--- config.mk ---
export PLATFORM = sky130hd
export DESIGN_NAME = checked_reference_number_parser
export DESIGN_NICKNAME = d
export VERILOG_FILES = /design/src/design/crnp_pkg.sv /design/src/design/checked_reference_number_parser.sv /design/src/design/crnp_step.sv
export SDC_FILE = /design/constraint.sdc
export NUM_CORES = 1
export LEC_CHECK = 0
export BUFFER_PORTS_ARGS = -buffer_cell sky130_fd_sc_hd__buf_2
export CORE_UTILIZATION = 55
export DETAILED_ROUTE_END_ITERATION = 8
export PLACE_DENSITY_LB_ADDON = 0.12
export SLEW_MARGIN = 20
export SYNTH_ARGS = -nofsm -noshare
export SYNTH_HDL_FRONTEND = slang
export SYNTH_SLANG_ARGS = --single-unit
--- constraint.sdc ---
create_clock -name clk -period 11.9 [get_ports clk]
set_input_delay 2.38 -clock clk [delete_from_list [all_inputs] [get_ports clk]]
set_output_delay 2.38 -clock clk [all_outputs]
set_load 0.03 [all_outputs]
--- src/design/crnp_pkg.sv ---
package crnp_pkg;

  // Result codes carried on the result channel's tuser
  typedef enum logic [1:0] {
    ST_OK       = 2'd0,
    ST_NO_DIGIT = 2'd1,
    ST_OVERFLOW = 2'd2,
    ST_BAD_END  = 2'd3
  } crnp_status_t;

  // base_select register codes
  localparam logic BASE_HEX = 1'b0;
  localparam logic BASE_DEC = 1'b1;

  localparam int unsigned ValW  = 64;
  localparam int unsigned CharW = 8;
  // Product plus digit needs four guard bits above the value
  localparam int unsigned SumW  = ValW + 4;

  // Characters that may legally end a number
  localparam logic [CharW-1:0] CH_NUL   = 8'h00;
  localparam logic [CharW-1:0] CH_TAB   = 8'h09;
  localparam logic [CharW-1:0] CH_LF    = 8'h0A;
  localparam logic [CharW-1:0] CH_CR    = 8'h0D;
  localparam logic [CharW-1:0] CH_SPACE = 8'h20;
  localparam logic [CharW-1:0] CH_COMMA = 8'h2C;
  localparam logic [CharW-1:0] CH_SLASH = 8'h2F;
  localparam logic [CharW-1:0] CH_SEMI  = 8'h3B;

  localparam logic [CharW-1:0] CH_0  = 8'h30;
  localparam logic [CharW-1:0] CH_9  = 8'h39;
  localparam logic [CharW-1:0] CH_LA = 8'h61;
  localparam logic [CharW-1:0] CH_LF_HEX = 8'h66;
  localparam logic [CharW-1:0] CH_UA = 8'h41;
  localparam logic [CharW-1:0] CH_UF = 8'h46;

  // Outcome of one character, handed from the step logic to the top level
  typedef struct packed {
    logic              emit;
    crnp_status_t      status;
    logic [ValW-1:0]   value;
    logic [ValW-1:0]   acc_nxt;
    logic              in_number_nxt;
  } crnp_step_t;

endpackage

--- src/design/checked_reference_number_parser.sv ---
// out_tvalid rises once the character that ends or breaks the number has passed the
// input stage and the result register; a new result waits while the last is not taken.
// Throughput: one character per cycle while results are taken; the accumulator
// multiply-add and its overflow check are combinational, feeding the next character.
// Reset (rst_n low, synchronous): accumulator cleared, no number in progress,
// base_select set to hexadecimal, both stages empty.
module checked_reference_number_parser (
  input  logic        clk,
  input  logic        rst_n,
  // configuration: base_select (0 hex, 1 decimal)
  input  logic        cfg_wr_en,
  input  logic        cfg_wr_data,
  // character stream
  input  logic        in_tvalid,
  output logic        in_tready,
  input  logic [7:0]  in_tdata,   // [7:0] ch
  input  logic        in_tuser,   // [0] start_req
  // results
  output logic        out_tvalid,
  input  logic        out_tready,
  output logic [71:0] out_tdata,  // [63:0] value, [71:64] end_char
  output logic [1:0]  out_tuser   // [1:0] status
);
  import crnp_pkg::*;

  logic            base_select_r;

  // Input stage
  logic            s1_valid_r, s1_valid_nxt;
  logic [7:0]      s1_ch_r;
  logic            s1_start_r;

  // Parser state
  logic [ValW-1:0] acc_r;
  logic            in_number_r;

  // Result register
  logic            out_valid_r, out_valid_nxt;
  crnp_status_t    out_status_r;
  logic [ValW-1:0] out_value_r;
  logic [7:0]      out_char_r;

  crnp_step_t      step;
  logic            proc;
  logic            in_fire;
  logic            out_fire;

  crnp_step u_step (
    .ch          (s1_ch_r),
    .start_req   (s1_start_r),
    .base_select (base_select_r),
    .in_number   (in_number_r),
    .acc         (acc_r),
    .step        (step)
  );

  // Process the held character unless it makes a result that has nowhere to go
  assign out_fire  = out_valid_r && out_tready;
  assign proc      = s1_valid_r && (!step.emit || !out_valid_r || out_tready);
  assign in_tready = !s1_valid_r || proc;
  assign in_fire   = in_tvalid && in_tready;

  always_comb begin
    s1_valid_nxt = s1_valid_r;
    if (in_fire) begin
      s1_valid_nxt = 1'b1;
    end else if (proc) begin
      s1_valid_nxt = 1'b0;
    end
  end

  always_comb begin
    out_valid_nxt = out_valid_r;
    if (proc && step.emit) begin
      out_valid_nxt = 1'b1;
    end else if (out_fire) begin
      out_valid_nxt = 1'b0;
    end
  end

  // Control state
  always_ff @(posedge clk) begin
    if (!rst_n) begin
      base_select_r <= BASE_HEX;
      s1_valid_r    <= 1'b0;
      acc_r         <= '0;
      in_number_r   <= 1'b0;
      out_valid_r   <= 1'b0;
    end else begin
      if (cfg_wr_en) begin
        base_select_r <= cfg_wr_data;
      end
      s1_valid_r  <= s1_valid_nxt;
      out_valid_r <= out_valid_nxt;
      // advance the parser state only when the held character is consumed
      if (proc) begin
        acc_r       <= step.acc_nxt;
        in_number_r <= step.in_number_nxt;
      end
    end
  end

  // Payload registers: hold until replaced
  always_ff @(posedge clk) begin
    if (in_fire) begin
      s1_ch_r    <= in_tdata;
      s1_start_r <= in_tuser;
    end
    if (proc && step.emit) begin
      out_status_r <= step.status;
      out_value_r  <= step.value;
      out_char_r   <= s1_ch_r;
    end
  end

  assign out_tvalid = out_valid_r;
  assign out_tdata  = {out_char_r, out_value_r};
  assign out_tuser  = out_status_r;

endmodule

--- src/design/crnp_step.sv ---
module crnp_step (
  input  logic [7:0]          ch,
  input  logic                start_req,
  input  logic                base_select,
  input  logic                in_number,
  input  logic [63:0]         acc,
  output crnp_pkg::crnp_step_t step
);
  import crnp_pkg::*;

  logic              is_digit;
  logic [3:0]        digit;
  logic              is_ending;
  logic [ValW-1:0]   acc_eff;
  logic [SumW-1:0]   acc_ext;
  logic [SumW-1:0]   prod;
  logic [SumW-1:0]   sum;
  logic              ovf;

  // Decode the character as a digit of the selected base
  always_comb begin
    is_digit = 1'b0;
    digit    = 4'd0;
    if (ch >= CH_0 && ch <= CH_9) begin
      is_digit = 1'b1;
      digit    = 4'(ch - CH_0);
    end else if (base_select == BASE_HEX && ch >= CH_LA && ch <= CH_LF_HEX) begin
      is_digit = 1'b1;
      digit    = 4'(ch - CH_LA + 8'd10);
    end else if (base_select == BASE_HEX && ch >= CH_UA && ch <= CH_UF) begin
      is_digit = 1'b1;
      digit    = 4'(ch - CH_UA + 8'd10);
    end
  end

  assign is_ending = (ch == CH_NUL) || (ch == CH_SPACE) || (ch == CH_TAB) ||
                     (ch == CH_CR) || (ch == CH_LF) || (ch == CH_COMMA) ||
                     (ch == CH_SEMI) || (ch == CH_SLASH);

  // acc * base + digit, kept wide so any carry past 64 bits shows overflow
  assign acc_eff = start_req ? '0 : acc;
  assign acc_ext = {4'b0, acc_eff};
  assign prod    = (base_select == BASE_HEX) ? (acc_ext << 4)
                                             : ((acc_ext << 3) + (acc_ext << 1));
  assign sum     = prod + {{(SumW-4){1'b0}}, digit};
  assign ovf     = |sum[SumW-1:ValW];

  always_comb begin
    step.emit          = 1'b0;
    step.status        = ST_OK;
    step.value         = '0;
    step.acc_nxt       = acc;
    step.in_number_nxt = in_number;
    priority if (!start_req && !in_number) begin
      // idle character: ignore
    end else if (is_digit && ovf) begin
      step.emit          = 1'b1;
      step.status        = ST_OVERFLOW;
      step.acc_nxt       = '0;
      step.in_number_nxt = 1'b0;
    end else if (is_digit) begin
      step.acc_nxt       = sum[ValW-1:0];
      step.in_number_nxt = 1'b1;
    end else if (start_req) begin
      step.emit          = 1'b1;
      step.status        = ST_NO_DIGIT;
      step.acc_nxt       = '0;
      step.in_number_nxt = 1'b0;
    end else if (is_ending) begin
      step.emit          = 1'b1;
      step.status        = ST_OK;
      step.value         = acc;
      step.acc_nxt       = '0;
      step.in_number_nxt = 1'b0;
    end else begin
      step.emit          = 1'b1;
      step.status        = ST_BAD_END;
      step.acc_nxt       = '0;
      step.in_number_nxt = 1'b0;
    end
  end

endmodule

==> impl_metrics.tcl <==
set metrics [dict create \
    status "finished clean" \
    cts_hold_buf 0 \
    worstMarginPinSlew_ns 1.13 \
    antenna_cells 0 \
    seq_area_frac_synth 0.268 \
    synth_commonest_cells "145 x nand2_1, 119 x a21oi_1, 119 x nor2_1" \
    numCtsBuffers 17 \
    yosys.cell_types.count 103 \
    cts_tree "built" \
    dieHeight_um 164 \
    fillers 2333 \
    final_core_util 0.602 \
    final_net_count 1796 \
    initial_core_util 0.566 \
    clockBufferDepth 2 \
    setup_viol 0 \
    dpl.hpwl_um 33700 \
    worstSkewPairLatency_ns 0.45 \
    drt_iter0_drc 1724 \
    place.gp.congestion 1.02 \
    synthCells 1785 \
    fin_crit_ns 9.58 \
    cp.required_ns 9.52 \
    wirelength_um 47200 \
    ctsRootBufferMaster "clkbuf_16" \
    ios 91 \
    yosys.area_share.simple 0.264 \
    vias 14469 \
    synth_seq_cells 151 \
    peakVddDrop_v 0.0000744 \
    rows 58 \
    synth.area.mux_share 0.0113 \
    synth_top_area_share 0.173 \
    yosys-top-cells-area "edfxtp_1 17%, dfxtp_1 9.5%, xnor2_1 5.3%, a32o_1 4.9%, a21oi_1 4.1%" \
    synth_ff_type "edfxtp_1" \
    syn-num-nets 1823 \
    syn_area_per_cell_um2 8.06 \
    grt_pass1_wl_um 73800 \
    dieArea_um2 26800 \
    worstSetupEndpointType "output port" \
    fp.dieW_um 164 \
    gr-usage-all-layers 0.353 \
    hold_viol_final 0 \
    postLayoutCellArea_um2 15300 \
    wl_per_cell_um 22.5 \
    grt_pass1_vias 12931 \
    antenna_found_initial 0 \
    syn_area_um2 14400 \
    rsz0062_at_grt "false" \
    cp.arrival_ns 7.20 \
    syn2layout_area_growth_pct 6.32 \
    synth_most_common_cell "nand2_1" \
    max_freq_mhz 104 \
    powerDensity_nw_per_um2 80.5 \
    drc 0 \
    finalClockSkew_ns 0.0152 \
    cts_post_setup_buffers_inserted 0 \
    synth_area_leader_cell "edfxtp_1" \
    start_kind "register" \
    path_class "register to output port" \
    fin_crit_sh 0.805 \
    leakage_nw 4.94 \
    core_area_um2 25400 \
    synth_fa_ha_area_frac 0.0247 \
    grt_start_max_net_pins 165 \
    synth-edff-count 83 \
    yosys_warnings 0 \
    io_buffers 90 \
    clk_pin_slew_worst_paths_ns 0.08 \
    path_max_fanout 164 \
    p_total_w 0.00123 \
    synth-compound-area-share 0.291 \
    clock_sinks 151 \
    tns_ns 0 \
    timing.slew.headroom 0.243 \
    ant_nets 0 \
    drv_slew 0 \
    via_per_inst 6.89 \
    ctsResizeCount 0 \
    async_flop_share 0 \
    overflow 0 \
    placed_area_um2 14700 \
    firstDrtPassIters 7 \
    cap_viol_max_count 0 \
    synth-xor-area-share 0.0824 \
    synth_top_family_by_area "compound AO/OA/AOI/OAI gates" \
    min_path_type "register to register" \
    h-tree-depth 4 \
    drive_above_1_share 0.121 \
]
==> stage by stage <==
| stage | setup WS (ns) | hold slack, ns | cells |
|---|---|---|---|
| 2_1_floorplan | 1.56 | 0.442 | 1785 |
| 3_3_place_gp | 3.04 | 0.462 | 2069 |
| 3_5_place_dp | 2.87 | 0.470 | 2069 |
| 4_1_cts | 2.40 | 0.481 | 2101 |
| 5_1_grt | 2.02 | 0.502 | 2101 |
| 6_report | 2.32 | 0.484 | 2101 |
==> final cells by class <==
cell class | count | area, µm² | share of cell area
clock inverters | 15 | 194 | 0.0127
well taps | 330 | 413 | 0.0270
flip-flops and latches | 151 | 3850 | 0.252
clock buffers | 17 | 425 | 0.0278
multi-input cells | 1451 | 9720 | 0.636
repair buffers | 102 | 553 | 0.0362
inverters | 35 | 131 | 0.00859
==> final timing paths <==
path / slack [ns] / from / cells after the start / endpoint
min reg2reg: 0.48 / s1_ch_r[6]$_DFFE_PP_ / 0 / out_char_r[6]$_DFFE_PP_
max reg2reg: 4.19 / s1_start_r$_DFFE_PP_ / 21 / out_value_r[42]$_SDFFCE_PP0P_
max: 2.32 / s1_start_r$_DFFE_PP_ / 20 / in_tready
min: 0.48 / s1_ch_r[6]$_DFFE_PP_ / 0 / out_char_r[6]$_DFFE_PP_
==> power by group <==
group / internal (W) / total, W / switching (W)
Combinational: 0.0000169 / 0.0000843 / 0.0000674
Sequential: 0.000557 / 0.000561 / 0.00000411
Clock: 0.000288 / 0.000585 / 0.000297
==> state kept, by name (all words and copies together), names as in the netlist, 2 cells and up <==
| name | cells |
|---|---|
| s1_ch_r | 8 |
| out_value_r | 64 |
| out_char_r | 8 |
| out_tuser | 2 |
| acc_r | 64 |
==> layer usage <==
layer / track usage / wire, µm
met1: 0.507 / 20800
met4: 0.0997 / 987
met3: 0.0596 / 4660
met2: 0.539 / 20800
met5: 0 / 0
==> layout by cell type, fill, tap and decap left out, drive strengths merged, types with 14 or more instances in the layout <==
| cell type | instances |
|---|---|
| nand4 | 31 |
| inv | 42 |
| a31oi | 20 |
| o21a | 15 |
| a21o | 19 |
| clkbuf | 17 |
| a211oi | 28 |
| nor2b | 32 |
| nand2 | 145 |
| or2 | 17 |
| o211ai | 43 |
| xor2 | 39 |
| o21ai | 104 |
| nand3 | 39 |
| edfxtp | 83 |
| or3 | 15 |
| nor2 | 119 |
| ha | 22 |
| xnor2 | 92 |
| a21oi | 124 |
| nor3 | 88 |
| buf | 102 |
| a32o | 71 |
| nand2b | 18 |
| nor4 | 26 |
| and3 | 29 |
| dfxtp | 68 |
| and2 | 88 |
| mux2i | 14 |
| a221oi | 14 |
==> cell families (layout without fill, tap and decap cells) <==
logic type,after synthesis,after routing
and+or+nand+nor,700,700
AOI/OAI and AO/OA,575,575
buffers and inverters,183,169
DFF,151,151
xor gates and xnor gates,131,131
adders and majority gates,29,29
muxes,16,16
==> worst max-delay path, stage by stage, from the launching register on <==
cell	delay (ns)
edfxtp_1	0.38
buf_12	0.49
inv_1	0.09
buf_4	0.30
nand2_1	0.90
nor2_1	0.13
ha_1	0.38
a21oi_1	0.08
nor2_1	0.15
nand2b_1	0.12
nor3_2	0.41
nand3_1	0.12
nor2_1	0.19
or4b_1	0.63
or4b_4	0.59
nor4_4	0.51
a21oi_1	0.15
o31ai_2	0.35
nor4_4	0.11
or3_1	0.40
buf_2	0.20
No activity file was read; power rests on OpenSTA's default activity.
